`src/rtl/utf8_pkg.sv`:
```
`default_nettype none
// ----------------------------------------------------------------------------
// utf8_pkg
// Shared types and constants for the UTF-8 stream decoder.
// ----------------------------------------------------------------------------
package utf8_pkg;

  localparam int CpWidth    = 21;
  localparam int CountWidth = 16;
  localparam int CapWidth   = 17;

  // end-of-string status codes
  typedef enum logic [2:0] {
    ST_OK       = 3'd0,
    ST_BAD_LEAD = 3'd1,
    ST_BAD_CONT = 3'd2,
    ST_TRUNC    = 3'd3,
    ST_FULL     = 3'd4
  } status_t;

  // one result beat
  typedef struct packed {
    logic [CpWidth-1:0]    code_point;
    logic                  char_valid;
    logic                  string_done;
    status_t               status;
    logic [CountWidth-1:0] char_count;
  } result_t;

  // byte class masks and patterns
  localparam logic [7:0] MaskLead2 = 8'hE0;
  localparam logic [7:0] PatLead2  = 8'hC0;
  localparam logic [7:0] MaskLead3 = 8'hF0;
  localparam logic [7:0] PatLead3  = 8'hE0;
  localparam logic [7:0] MaskLead4 = 8'hF8;
  localparam logic [7:0] PatLead4  = 8'hF0;
  localparam logic [7:0] MaskCont  = 8'hC0;
  localparam logic [7:0] PatCont   = 8'h80;
  localparam logic [7:0] MaskBits  = 8'h3F;

  // largest character limit
  localparam logic [CountWidth-1:0] LimitMax = '1;
  // limit after reset: capacity 256 minus the terminator
  localparam logic [CountWidth-1:0] LimitReset = 16'd255;

endpackage
`default_nettype wire

```
`src/rtl/utf8_stream_decoder.sv`:
```
`default_nettype none
// ----------------------------------------------------------------------------
// utf8_stream_decoder
// Decodes a UTF-8 byte stream into 21-bit code points with end-of-string
// status and character count.
// ----------------------------------------------------------------------------
// Input channel: byte_in and last_byte, moved by byte_valid / byte_stall.
// Output channel: code_point, char_valid, string_done, status, char_count,
// moved by result_valid / result_stall. A byte gives zero or one result beat.
// A result beat is registered: it goes to the output register, or to the skid register while the output beat is held.
// Throughput: one byte per cycle while byte_stall is low; the decode state
// (accumulator, pending continuation count, character count, stop flag) is
// updated in the same cycle the byte is taken, so the loop through that state sets the figure.
// When the receiver stalls, the output register holds its beat and a skid
// register takes one more; byte_stall rises only while the skid is full.
// out_capacity is to be written through out_capacity_we only while the block is idle; the block does not enforce it;
// it is stored as the character limit (capacity minus one, saturated).
// Reset (rst, synchronous) clears the string state, empties both output
// registers and sets the capacity to 256.
// ----------------------------------------------------------------------------
module utf8_stream_decoder (
  input  wire logic                                clk,
  input  wire logic                                rst,
  // configuration
  input  wire logic                                out_capacity_we,
  input  wire logic [utf8_pkg::CapWidth-1:0]       out_capacity,
  // byte channel
  input  wire logic                                byte_valid,
  output logic                                     byte_stall,
  input  wire logic [7:0]                          byte_in,
  input  wire logic                                last_byte,
  // result channel
  output logic                                     result_valid,
  input  wire logic                                result_stall,
  output logic [utf8_pkg::CpWidth-1:0]             code_point,
  output logic                                     char_valid,
  output logic                                     string_done,
  output utf8_pkg::status_t                        status,
  output logic [utf8_pkg::CountWidth-1:0]          char_count
);
  import utf8_pkg::*;

  // decode state
  logic [CountWidth-1:0] limit;
  logic [CpWidth-1:0]    accumulator, accumulator_next;
  logic [1:0]            pending, pending_next;
  logic [CountWidth-1:0] emitted_count, emitted_count_next;
  logic                  stopped, stopped_next;

  // output register and skid
  result_t out_beat, skid_beat, new_beat;
  logic    skid_valid;
  logic    produce;

  logic accept, take;
  logic [CpWidth-1:0] shifted;

  assign byte_stall = skid_valid;
  assign accept     = byte_valid && !byte_stall;
  assign take       = result_valid && !result_stall;
  assign shifted    = {accumulator[CpWidth-7:0], byte_in[5:0]};

  // character limit from capacity
  always_ff @(posedge clk) begin
    if (rst) begin
      limit <= LimitReset;
    end else if (out_capacity_we) begin
      if (out_capacity[CapWidth-1]) begin
        limit <= LimitMax;
      end else if (out_capacity == '0) begin
        limit <= '0;
      end else begin
        limit <= out_capacity[CountWidth-1:0] - 1'b1;
      end
    end
  end

  // per-byte decode
  always_comb begin
    accumulator_next   = accumulator;
    pending_next       = pending;
    emitted_count_next = emitted_count;
    stopped_next       = stopped;
    produce            = 1'b0;
    new_beat.code_point  = '0;
    new_beat.char_valid  = 1'b0;
    new_beat.string_done = 1'b0;
    new_beat.status      = ST_OK;
    new_beat.char_count  = emitted_count;

    if (stopped) begin
      // ignore bytes until the last one
      if (last_byte) begin
        accumulator_next   = '0;
        pending_next       = '0;
        emitted_count_next = '0;
        stopped_next       = 1'b0;
      end
    end else if (pending != 2'd0) begin
      // inside a multi-byte sequence
      if (last_byte && pending > 2'd1) begin
        produce              = 1'b1;
        new_beat.string_done = 1'b1;
        new_beat.status      = ST_TRUNC;
      end else if ((byte_in & MaskCont) != PatCont) begin
        produce              = 1'b1;
        new_beat.string_done = 1'b1;
        new_beat.status      = ST_BAD_CONT;
      end else begin
        pending_next = pending - 2'd1;
        if (pending == 2'd1) begin
          accumulator_next     = '0;
          produce              = 1'b1;
          emitted_count_next   = emitted_count + 1'b1;
          new_beat.code_point  = shifted;
          new_beat.char_valid  = 1'b1;
          new_beat.string_done = last_byte;
          new_beat.char_count  = emitted_count + 1'b1;
        end else begin
          accumulator_next = shifted;
        end
      end
    end else begin
      // at a character start
      if (byte_in == 8'd0) begin
        produce              = 1'b1;
        new_beat.string_done = 1'b1;
        new_beat.status      = ST_OK;
      end else if (emitted_count >= limit) begin
        produce              = 1'b1;
        new_beat.string_done = 1'b1;
        new_beat.status      = ST_FULL;
      end else if (!byte_in[7]) begin
        produce              = 1'b1;
        emitted_count_next   = emitted_count + 1'b1;
        new_beat.code_point  = {{(CpWidth-8){1'b0}}, byte_in};
        new_beat.char_valid  = 1'b1;
        new_beat.string_done = last_byte;
        new_beat.char_count  = emitted_count + 1'b1;
      end else if ((byte_in & MaskLead2) == PatLead2 ||
                   (byte_in & MaskLead3) == PatLead3 ||
                   (byte_in & MaskLead4) == PatLead4) begin
        if (last_byte) begin
          produce              = 1'b1;
          new_beat.string_done = 1'b1;
          new_beat.status      = ST_TRUNC;
        end else if ((byte_in & MaskLead2) == PatLead2) begin
          accumulator_next = {{(CpWidth-5){1'b0}}, byte_in[4:0]};
          pending_next     = 2'd1;
        end else if ((byte_in & MaskLead3) == PatLead3) begin
          accumulator_next = {{(CpWidth-4){1'b0}}, byte_in[3:0]};
          pending_next     = 2'd2;
        end else begin
          accumulator_next = {{(CpWidth-3){1'b0}}, byte_in[2:0]};
          pending_next     = 2'd3;
        end
      end else begin
        produce              = 1'b1;
        new_beat.string_done = 1'b1;
        new_beat.status      = ST_BAD_LEAD;
      end
    end

    // end of string: clear on the last byte, else wait for it
    if (!stopped && produce && new_beat.string_done) begin
      if (last_byte) begin
        accumulator_next   = '0;
        pending_next       = '0;
        emitted_count_next = '0;
        stopped_next       = 1'b0;
      end else begin
        stopped_next = 1'b1;
      end
    end
  end

  // decode state registers
  always_ff @(posedge clk) begin
    if (rst) begin
      accumulator   <= '0;
      pending       <= '0;
      emitted_count <= '0;
      stopped       <= 1'b0;
    end else if (accept) begin
      accumulator   <= accumulator_next;
      pending       <= pending_next;
      emitted_count <= emitted_count_next;
      stopped       <= stopped_next;
    end
  end

  // output register with one-beat skid
  always_ff @(posedge clk) begin
    if (rst) begin
      result_valid <= 1'b0;
      skid_valid   <= 1'b0;
    end else if (skid_valid) begin
      if (take) begin
        out_beat   <= skid_beat;
        skid_valid <= 1'b0;
      end
    end else if (accept && produce) begin
      if (!result_valid || take) begin
        out_beat     <= new_beat;
        result_valid <= 1'b1;
      end else begin
        skid_beat  <= new_beat;
        skid_valid <= 1'b1;
      end
    end else if (take) begin
      result_valid <= 1'b0;
    end
  end

  assign code_point  = out_beat.code_point;
  assign char_valid  = out_beat.char_valid;
  assign string_done = out_beat.string_done;
  assign status      = out_beat.status;
  assign char_count  = out_beat.char_count;

  // skid only fills behind a held output beat
  a_skid_behind_out: assert property (@(posedge clk) disable iff (rst)
    skid_valid |-> result_valid)
    else $error("skid holds a beat while output register is empty");

  // every beat carries a character or ends a string
  a_beat_meaning: assert property (@(posedge clk) disable iff (rst)
    result_valid |-> (char_valid || string_done))
    else $error("result beat with neither character nor end of string");

  // a character beat always reports ok status
  a_char_status: assert property (@(posedge clk) disable iff (rst)
    (result_valid && char_valid) |-> (status == ST_OK))
    else $error("character beat with error status");

  // a taken stopping byte that is not last leaves the decoder stopped
  a_stop_holds: assert property (@(posedge clk) disable iff (rst)
    (accept && produce && new_beat.string_done && !last_byte) |=> stopped)
    else $error("decoder not stopped after end of string");

endmodule
`default_nettype wire
```
`config.mk`:
```
export PLATFORM = sky130hd
export DESIGN_NAME = utf8_stream_decoder
export DESIGN_NICKNAME = d
export VERILOG_FILES = /design/src/rtl/utf8_pkg.sv /design/src/rtl/utf8_stream_decoder.sv
export SDC_FILE = /design/constraint.sdc
export NUM_CORES = 1
export LEC_CHECK = 0
export BUFFER_PORTS_ARGS = -buffer_cell sky130_fd_sc_hd__buf_2
export CORE_AREA = 2 2 180 129
export CTS_BUF_LIST = sky130_fd_sc_hd__clkbuf_2
export DETAILED_ROUTE_END_ITERATION = 7
export DIE_AREA = 0 0 182 131
export SYNTH_ARGS = -nofsm -noshare
export SYNTH_HDL_FRONTEND = slang
export SYNTH_SLANG_ARGS = --single-unit
export TNS_END_PERCENT = 10
```
`constraint.sdc`:
```
create_clock -name clk -period 5 [get_ports clk]
set_clock_uncertainty 0.05 [all_clocks]
set_input_delay 0.75 -clock clk [delete_from_list [all_inputs] [get_ports clk]]
set_output_delay 0.75 -clock clk [all_outputs]
set_load 0.03 [all_outputs]
```
==> results of run 1 <==
[metal layers]
metal / GRT usage / up-vias / wire length [µm]
li1: - / 2457 / -
met1: 0.208 / 2451 / 8190
met2: 0.191 / 154 / 6650
met3: 0.0407 / 13 / 1210
met4: 0.0436 / 0 / 194
met5: 0 / - / 0
[through the flow]
stage / setup WS [ps] / power, µW / area, µm²
after CTS: 1660 / 2220 / 7690
after detailed placement: 1640 / 1590 / 7460
after global routing: 1350 / 2310 / 7690
after floorplan: 889 / 1500 / 6800
after global placement: 1690 / 1590 / 7460
final: 1620 / 2200 / 7690
[placed cells by master, fill, tap and decap left out, types with 18 or more instances in the layout]
master    count
o21ai_0      27
a21oi_1      32
mux2_2       41
a31oi_1      18
edfxtp_1     84
nand2_1      37
ha_1         20
buf_2        74
dfxtp_1      51
nor2_1       45
inv_1        26
clkbuf_2     19
and2_1       22
[registers in the layout, summed over array words and instances, names as in the netlist]
signal / count
result_valid: 1
code_point: 21
skid_beat: 42
emitted_count: 16
status: 3
char_valid: 1
limit: 16
stopped: 1
byte_stall: 1
pending: 2
string_done: 1
accumulator: 15
char_count: 16
[area by class of cell]
| class | count | area (µm²) | share of cell area |
|---|---|---|---|
| diodes | 3 | 7.51 | 0.000976 |
| repair buffers | 79 | 408 | 0.0530 |
| multi-input cells | 423 | 3030 | 0.393 |
| flip-flops and latches | 136 | 3560 | 0.463 |
| clock inverters | 13 | 130 | 0.0169 |
| clock buffers | 19 | 95.1 | 0.0124 |
| well taps | 288 | 360 | 0.0468 |
| inverters | 27 | 101 | 0.0132 |
[cells by family (layout without fill, tap and decap cells)]
kind of cell             Yosys count  after routing  synth area share
multiplexers                      42             42            0.0695
flip-flops                       136            136             0.525
AO/OA/AOI/OAI                    138            138             0.143
AND/OR/NAND/NOR                  199            199             0.162
buffers and inverters             56            138            0.0328
XOR/XNOR                          24             24            0.0310
adder cells (fa/ha/maj)           20             20            0.0369
other                              0              3                 0
[synthesized netlist by cell type, types with 9 or more instances]
| cell type | instances |
|---|---|
| xnor2_1 | 11 |
| clkbuf_1 | 21 |
| mux2_2 | 41 |
| nor3_1 | 14 |
| xor2_1 | 13 |
| dfxtp_1 | 52 |
| ha_1 | 20 |
| and2_1 | 22 |
| or3_1 | 9 |
| inv_1 | 26 |
| nor2_1 | 46 |
| a31oi_1 | 18 |
| nand2_1 | 37 |
| edfxtp_1 | 84 |
| nand4_1 | 10 |
| nand3_1 | 13 |
| o21ai_0 | 27 |
| a21oi_1 | 32 |
[how the worst min path moves through the flow]
stage	startpoint	end	slack (ps)	cells after the start
final	byte_in[2]	accumulator[2]	300	2
after global placement	accumulator[10]	accumulator[10]	400	1
after CTS	byte_in[2]	accumulator[2]	210	2
after detailed placement	accumulator[10]	accumulator[10]	400	1
after floorplan	accumulator[10]	accumulator[10]	380	1
after global routing	byte_in[4]	accumulator[4]	220	3
[critical path: stages (launching register included)]
cell and delay (ps):
dfxtp_1 500, ha_1 290, nor2b_1 140, o211a_1 230
o311ai_4 310, nand4b_1 240, nor3_2 510, a21oi_1 180
nand2_1 190, a221oi_4 70, buf_4 330
[power by group through the flow]
stage	Combinational [µW]	Sequential, µW	Clock (µW)
detailed placement	304	1290	0
global placement	304	1290	0
CTS	306	1260	653
finish	308	1260	631
floorplan	172	1320	0
global route	336	1270	706
==> run summary, run 1 <==
status = finished, final reports clean
die footprint = 23800 µm²
Worst setup SP type = flip-flop
fin. max-slew vios = 0
port bufs = 74
Leak Pwr = 0.00283 µW
path depth of the worst reg2reg path = 10
sequential share of the synthesized area = 0.525
largest net degree at the start of global routing = 43
crit path to = code_point[3]
clock sink total = 136
Area Overhead vs Synth = 13.3%
Routed Antenna Nets = 0
Synth Cell Area = 6790 µm²
Arrival @ worst endpoint = 3730 ps
endpoints failing setup = 0
Final Hold Viols = 0
top_reg_cell synth = edfxtp_1
post-synth top area share = 0.372
start point of the critical path = emitted_count[1]
R2R Path Start = emitted_count[1]
Core Footprint = 22200 µm²
MaxCap Viol Count = 0
cts-stage hold buffer count = 0
Final Util = 0.346
DRC errors left = 0
CTS tree = done
Die Wd = 182 µm
Cell Int Power = 1570 µW
syn avg cell area = 11.0 µm²
critical path fanouts, max = 42
pwr dens = 286 nW/µm²
Filler Cell Count = 2231
hpwl dp = 11600 µm
Clock Tree Root = clkbuf_2
critical path type = reg2reg
Initial Utilization = 0.306
syn nets = 666
initial drt markers = 506
Hold WC Path Type = in2reg
initial antenna violation count = 2
I/O Pins = 75
setup bufs post-CTS = 0
Gate power share = 0.140
Die Span Y = 131 µm
TNS Setup = 0 ps
vias in the first global route = 4624
first-pass GRT wire length = 25800 µm
Worst EP required = 5350 ps
final WL = 16200 µm
worst vdd ir = 0.118 mV
FF+latch count, synth = 136
crit end category = flip-flop
post-route insts no fill = 988
gr ovfl total = 0
sequential power share = 0.574
fin crit share = 0.676
Post-synth ARST share = 0
hold_ws = 298 ps
clock period minus worst slack = 3380 ps
clk buf depth = 2
RSZ-0062 raised after global routing = no
All-Layer GR Usage = 0.139
Synth Instances = 615
Yosys top cell by area = edfxtp_1
H-tree levels = 4
layout cells sized above 1 = 0.254
clk_lat worst skew = 700 ps
Avg WL per Cell = 16.4 µm
sw frac = 0.288
total CTS buffers = 17
Core Rows = 46
dominant cells by area after synthesis = edfxtp_1, dfxtp_1, mux2_2, ha_1, nor2_1
post-CTS sizing = 0
reg2reg setup slack = 1620 ps
Placer Congestion = 0.852
P_sw = 635 µW
cell total after placement = 953
Post-synth EDFFs = 84
final net count = 735
Vias = 5075
Clock power frac = 0.287
DRT Pass-1 Iters = 5
clk slew on worst S/H paths = 190 ps
DR vias/cell = 5.14
Slew HR = 0.325
worst r2r dst = code_point[3]
count of cell types in the netlist = 68
Fmax = 296 MHz
Worst-Margin Slew = 1010 ps
Synth Warn # = 0
Power figures use the tool's default switching activity.
==> inputs of run 2 (changes only) <==
--- a/config.mk
+++ b/config.mk
@@ -5,11 +5,12 @@
 export SDC_FILE = /design/constraint.sdc
 export NUM_CORES = 1
 export LEC_CHECK = 0
+export ABC_AREA = 1
 export BUFFER_PORTS_ARGS = -buffer_cell sky130_fd_sc_hd__buf_2
-export CORE_AREA = 2 2 180 129
+export CORE_AREA = 2 2 190 136
 export CTS_BUF_LIST = sky130_fd_sc_hd__clkbuf_2
 export DETAILED_ROUTE_END_ITERATION = 7
-export DIE_AREA = 0 0 182 131
+export DIE_AREA = 0 0 192 138
 export SYNTH_ARGS = -nofsm -noshare
 export SYNTH_HDL_FRONTEND = slang
 export SYNTH_SLANG_ARGS = --single-unit
==> constraint.sdc (replaced) <==
create_clock -name clk -period 2.84 [get_ports clk]
set_clock_uncertainty 0.05 [all_clocks]
set_input_delay 0.426 -clock clk [delete_from_list [all_inputs] [get_ports clk]]
set_output_delay 0.426 -clock clk [all_outputs]
set_load 0.03 [all_outputs]
==> run 2 against run 1 <==
Net effect:
- clock power is 82% higher
- combinational power is 150% higher
- routed wire length is 30% higher
- highest routed layer is now met5
- design area is 17% higher
- total power is 87% higher
- global-route usage is 2.0 points higher
- die area is 11% higher
- critical path depth is 4 higher
- area after synthesis is 11% higher
- fmax is 28% higher
- critical endpoint is now code_point[10]
==> run summary, run 2 <==
gr ovfl total = 0
DRC errors left = 0
Die Span Y = 138 µm
pwr dens = 460 nW/µm²
sequential share of the synthesized area = 0.471
first-pass GRT wire length = 32800 µm
initial antenna violation count = 2
initial drt markers = 598
worst-path cell chain = inv_4 -> ha_4 -> nand4_1 -> nor2_1 -> nor2_1 -> nand2_2 -> nand2_2 -> nand2_2 -> nor2_4 -> a211oi_4 -> a21oi_2 -> nor3_4 -> buf_4 -> clkbuf_16
Core Footprint = 25000 µm²
commonest cells in the netlist = nand2_1, inv_1, edfxtp_1
hold_ws = 104 ps
count of cell types in the netlist = 52
Largest register FFs = 42
Area Overhead vs Synth = 18.7%
clock period minus worst slack = 2640 ps
Fmax = 378 MHz
commonest non-fill, non-tap cells in the layout = nand2_1, inv_1, edfxtp_1, buf_2, a21oi_1
die footprint = 26500 µm²
port bufs = 74
Clock Tree Root = clkbuf_2
Critical Path Slowest Stage Cell = dfxtp_2
Worst-Margin Slew = 552 ps
CTS tree = done
Initial Utilization = 0.302
Core Rows = 49
final WL = 21200 µm
critical path fanouts, max = 21
clk buf depth = 2
final net count = 1106
status = finished, final reports clean
Largest Register = skid_beat
TNS Setup = 0 ps
post-synth top area share = 0.333
dominant cells by area after synthesis = edfxtp_1, nand2_1, dfxtp_1, inv_1, a21oi_1
clock sink total = 136
Vias = 6695
Synth Instances = 953
hpwl dp = 15200 µm
Final Hold Viols = 0
Yosys top cell by area = edfxtp_1
post-route insts no fill = 1400
FF+latch count, synth = 136
Routed Antenna Nets = 0
Crit path max-delay family = simple AND/OR/NAND/NOR gates
largest net degree at the start of global routing = 46
Synth Cell Area = 7570 µm²
Leak Pwr = 0.00385 µW
Final Instance Area = 8980 µm²
clk_lat worst skew = 700 ps
Worst path most repeated cell = nand2_2
vias in the first global route = 6012
commonest non-fill, non-tap cell in the layout = nand2_1
Die Wd = 192 µm
worst path bufs/invs = 3
Worst setup SP type = flip-flop
DR vias/cell = 4.78
Arrival @ worst endpoint = 3020 ps
Slew HR = 0.628
All-Layer GR Usage = 0.159
H-tree levels = 4
CP max stage delay = 430 ps
R2R Path Start = emitted_count[0]
Avg WL per Cell = 15.1 µm
placed inst area = 8540 µm²
I/O Pins = 75
cell total after placement = 1351
clk slew on worst S/H paths = 200 ps
start point of the critical path = emitted_count[0]
crit end category = flip-flop
Post-synth EDFFs = 84
critical path type = reg2reg
layout cells sized above 1 = 0.201
Hold WC Path Type = in2reg
top_reg_cell synth = edfxtp_1
endpoints failing setup = 0
syn avg cell area = 7.94 µm²
fin. max-slew vios = 0
Filler Cell Count = 2620
fin crit share = 0.931
hold_sp = byte_in[2]
MaxCap Viol Count = 0
Worst EP required = 3220 ps
total CTS buffers = 17
most common cell in the netlist = nand2_1
DRT Pass-1 Iters = 5
Synth Warn # = 0
syn nets = 1004
Power Total = 4130 µW
worst vdd ir = 0.233 mV
Placer Congestion = 0.859
Post-synth ARST share = 0
[run 2: cell types whose count changed in the layout (fill, tap and decap cells not counted), sizes merged, moves of 29 or more]
cell   previous run  this run
nand3            13        57
mux2             41         0
a21oi            32        61
nand2            38       327
inv              27       112
buf              79       108
[run 2: per-layer routing]
metal	vias up	share of wire	global-route usage
li1	3386	-	-
met4	2	0.0077	0.0346
met5	-	0.00052	0
met1	3072	0.52	0.252
met2	221	0.39	0.208
met3	14	0.078	0.0462
[run 2: where the power goes]
group	switching, µW	internal [µW]	total [µW]
logic	542	226	768
registers	32.3	2180	2210
clock network	734	412	1150
[run 2: through the flow]
step,utilization,setup WS [ps]
2_1_floorplan,-,-261
3_3_place_gp,0.341,237
3_5_place_dp,0.341,132
4_1_cts,0.354,88.1
5_1_grt,0.359,-11.7
6_report,0.359,196
[run 2: timing repair]
| action | CTS | global route |
|---|---|---|
| endpoints found under the setup margin | 0 | 94 |
| gates resized for setup | 0 | 10 |
| hold endpoints to repair | 14 | 0 |
| setup buffers | 0 | 4 |
| hold buffers | 10 | 0 |
[run 2: worst register-to-register path, delay by kind of cell, from the launching register on]
kind,cells,cell delay [ps]
AO/OA/AOI/OAI,2,350
buffers and inverters,3,430
flip-flops,1,430
adder cells (fa/ha/maj),1,260
AND/OR/NAND/NOR,8,860
[run 2: worst paths after layout]
path	to	cells after the start	slack [ps]
setup / recovery	code_point[10]	14	200
hold / removal	skid_beat[23]	3	100
setup reg to reg	code_point[10]	14	200
hold reg to reg	accumulator[1]	2	430
[run 2: cells by family (layout without fill, tap and decap cells)]
family,Yosys count,count (layout),share of synthesized area
AOI/OAI and AO/OA,149,149,0.119
xor gates and xnor gates,8,8,0.00926
adders and majority gates,20,20,0.0331
buffers and inverters,149,264,0.0805
DFF,136,136,0.471
other,0,1,0
and+or+nand+nor,491,491,0.288
[run 2: layout make-up]
class                      instances  area [µm²]  share of cell area
clock inverter                    12         129              0.0144
sequential                       136        3580               0.398
multi-input combinational        668        3520               0.392
antenna                            1        2.50            0.000279
clock buffer                      20         100              0.0111
tap                              331         414              0.0461
timing repair buffer             120         805              0.0896
inverter                         112         433              0.0482
==> inputs of run 3 (changes only) <==
--- a/config.mk
+++ b/config.mk
@@ -7,10 +7,10 @@
 export LEC_CHECK = 0
 export ABC_AREA = 1
 export BUFFER_PORTS_ARGS = -buffer_cell sky130_fd_sc_hd__buf_2
-export CORE_AREA = 2 2 190 136
+export CORE_AREA = 2 2 160 162
 export CTS_BUF_LIST = sky130_fd_sc_hd__clkbuf_2
 export DETAILED_ROUTE_END_ITERATION = 7
-export DIE_AREA = 0 0 192 138
+export DIE_AREA = 0 0 162 164
 export SYNTH_ARGS = -nofsm -noshare
 export SYNTH_HDL_FRONTEND = slang
 export SYNTH_SLANG_ARGS = --single-unit
==> run 3 against run 2 <==
Net effect:
- combinational power shrank 4.2%
- hold slack got worse by 38 ps
- critical path depth down 1
- first-iteration DRC count grew 4.3%
- design area is 0.42% higher
- global-route usage decreased by 0.77 points
- utilization grew 0.43 points
- critical endpoint is now skid_beat[16]
- largest power group unchanged
- highest routed layer is now met4
==> run summary, run 3 (synthesized netlist as in run 2, its figures left out) <==
status = finished, final reports clean
Slew HR = 0.611
Placer Congestion = 0.874
Fmax = 377 MHz
Clock Tree Root = clkbuf_2
Die Wd = 162 µm
Avg WL per Cell = 14.1 µm
port bufs = 74
Critical Path Slowest Stage Cell = dfxtp_2
initial antenna violation count = 1
Routed Antenna Nets = 0
DRC errors left = 0
Arrival @ worst endpoint = 3040 ps
hpwl dp = 14000 µm
first-pass GRT wire length = 31800 µm
Core Rows = 58
final WL = 19800 µm
gr ovfl total = 0
Final Hold Viols = 0
CP max stage delay = 420 ps
layout cells sized above 1 = 0.194
Filler Cell Count = 2615
Vias = 6644
critical path fanouts, max = 11
Initial Utilization = 0.305
All-Layer GR Usage = 0.151
placed inst area = 8520 µm²
DR vias/cell = 4.75
Largest register FFs = 42
fin crit share = 0.934
endpoints failing setup = 0
I/O Pins = 75
clk buf depth = 2
Die Span Y = 164 µm
clock period minus worst slack = 2650 ps
largest net degree at the start of global routing = 46
die footprint = 26600 µm²
Worst path most repeated cell = nand2_2
CTS tree = done
vias in the first global route = 6003
pwr dens = 465 nW/µm²
initial drt markers = 624
reg2reg setup slack = 190 ps
Hold WC Path Type = in2reg
total CTS buffers = 17
H-tree levels = 4
Largest Register = skid_beat
DRT Pass-1 Iters = 7
pre-CTS setup slack = 206 ps
Worst EP required = 3230 ps
clock sink total = 136
Area Overhead vs Synth = 19.2%
Core Footprint = 24800 µm²
commonest non-fill, non-tap cells in the layout = nand2_1, inv_1, edfxtp_1, buf_2, a21oi_1
setup ws final = 187 ps
Leak Pwr = 0.00386 µW
final net count = 1105
worst vdd ir = 0.201 mV
Final Util = 0.363
hold_ws = 65.4 ps
fin. max-slew vios = 0
clk slew on worst S/H paths = 220 ps
Final Instance Area = 9020 µm²
clk_lat worst skew = 720 ps
worst-path cell chain = ha_4 -> nand2_1 -> inv_1 -> nand3_1 -> nor3_2 -> nand2_2 -> nand2_2 -> nor2_4 -> a211oi_4 -> inv_2 -> nor3_4 -> buf_12 -> clkbuf_16
crit end category = flip-flop
Worst-Margin Slew = 578 ps
commonest non-fill, non-tap cell in the layout = nand2_1
TNS Setup = 0 ps
MaxCap Viol Count = 0
Worst setup SP type = flip-flop
Storage cell area = 3580 µm²
critical path type = reg2reg
Multi-input gate area = 3520 µm²
run 3: layer usage:
metal / global-route usage / vias up / wire, µm
met1: 0.224 / 3024 / 9730
met3: 0.0311 / 16 / 1490
met2: 0.222 / 213 / 8250
met5: 0 / - / 0
li1: - / 3391 / -
met4: 0.0426 / 0 / 284
run 3: critical path: cells and delay by family (launching register included):
kind / cells / cell delay, ps
compound gates: 1 / 250
fa+ha+maj: 1 / 280
buf+inv: 4 / 480
flops: 1 / 420
simple gates: 7 / 880
run 3: report_power, final:
group,internal (µW),switching [µW]
Combinational,219,517
Clock,502,744
Sequential,2180,28.9
run 3: per-stage QoR:
step,total power [µW],instances
2_1_floorplan,2740,953
3_3_place_gp,2960,1348
3_5_place_dp,2960,1348
4_1_cts,4220,1392
5_1_grt,4400,1398
6_report,4190,1398
run 3: worst paths after layout:
| kind | end | startpoint | cells past startpoint |
|---|---|---|---|
| max | skid_beat[16] | emitted_count[11] | 13 |
| min | skid_beat[23] | byte_in[2] | 3 |
| max reg2reg | skid_beat[16] | emitted_count[11] | 13 |
| min reg2reg | accumulator[9] | accumulator[9] | 2 |
run 3: cell type report:
type | instances | share of cell area
timing repair buffer | 119 | 0.0914
sequential | 136 | 0.397
clock inverter | 12 | 0.0171
clock buffer | 20 | 0.0111
tap | 330 | 0.0458
inverter | 112 | 0.0477
multi-input combinational | 668 | 0.390
antenna | 1 | 0.000278
run 3: timing repair:
action,4_1_cts,5_1_grt
resized for setup,0,7
endpoints found under the hold margin,16,2
buffers inserted,0,1
hold buffers,12,1
endpoints found under the setup margin,0,59
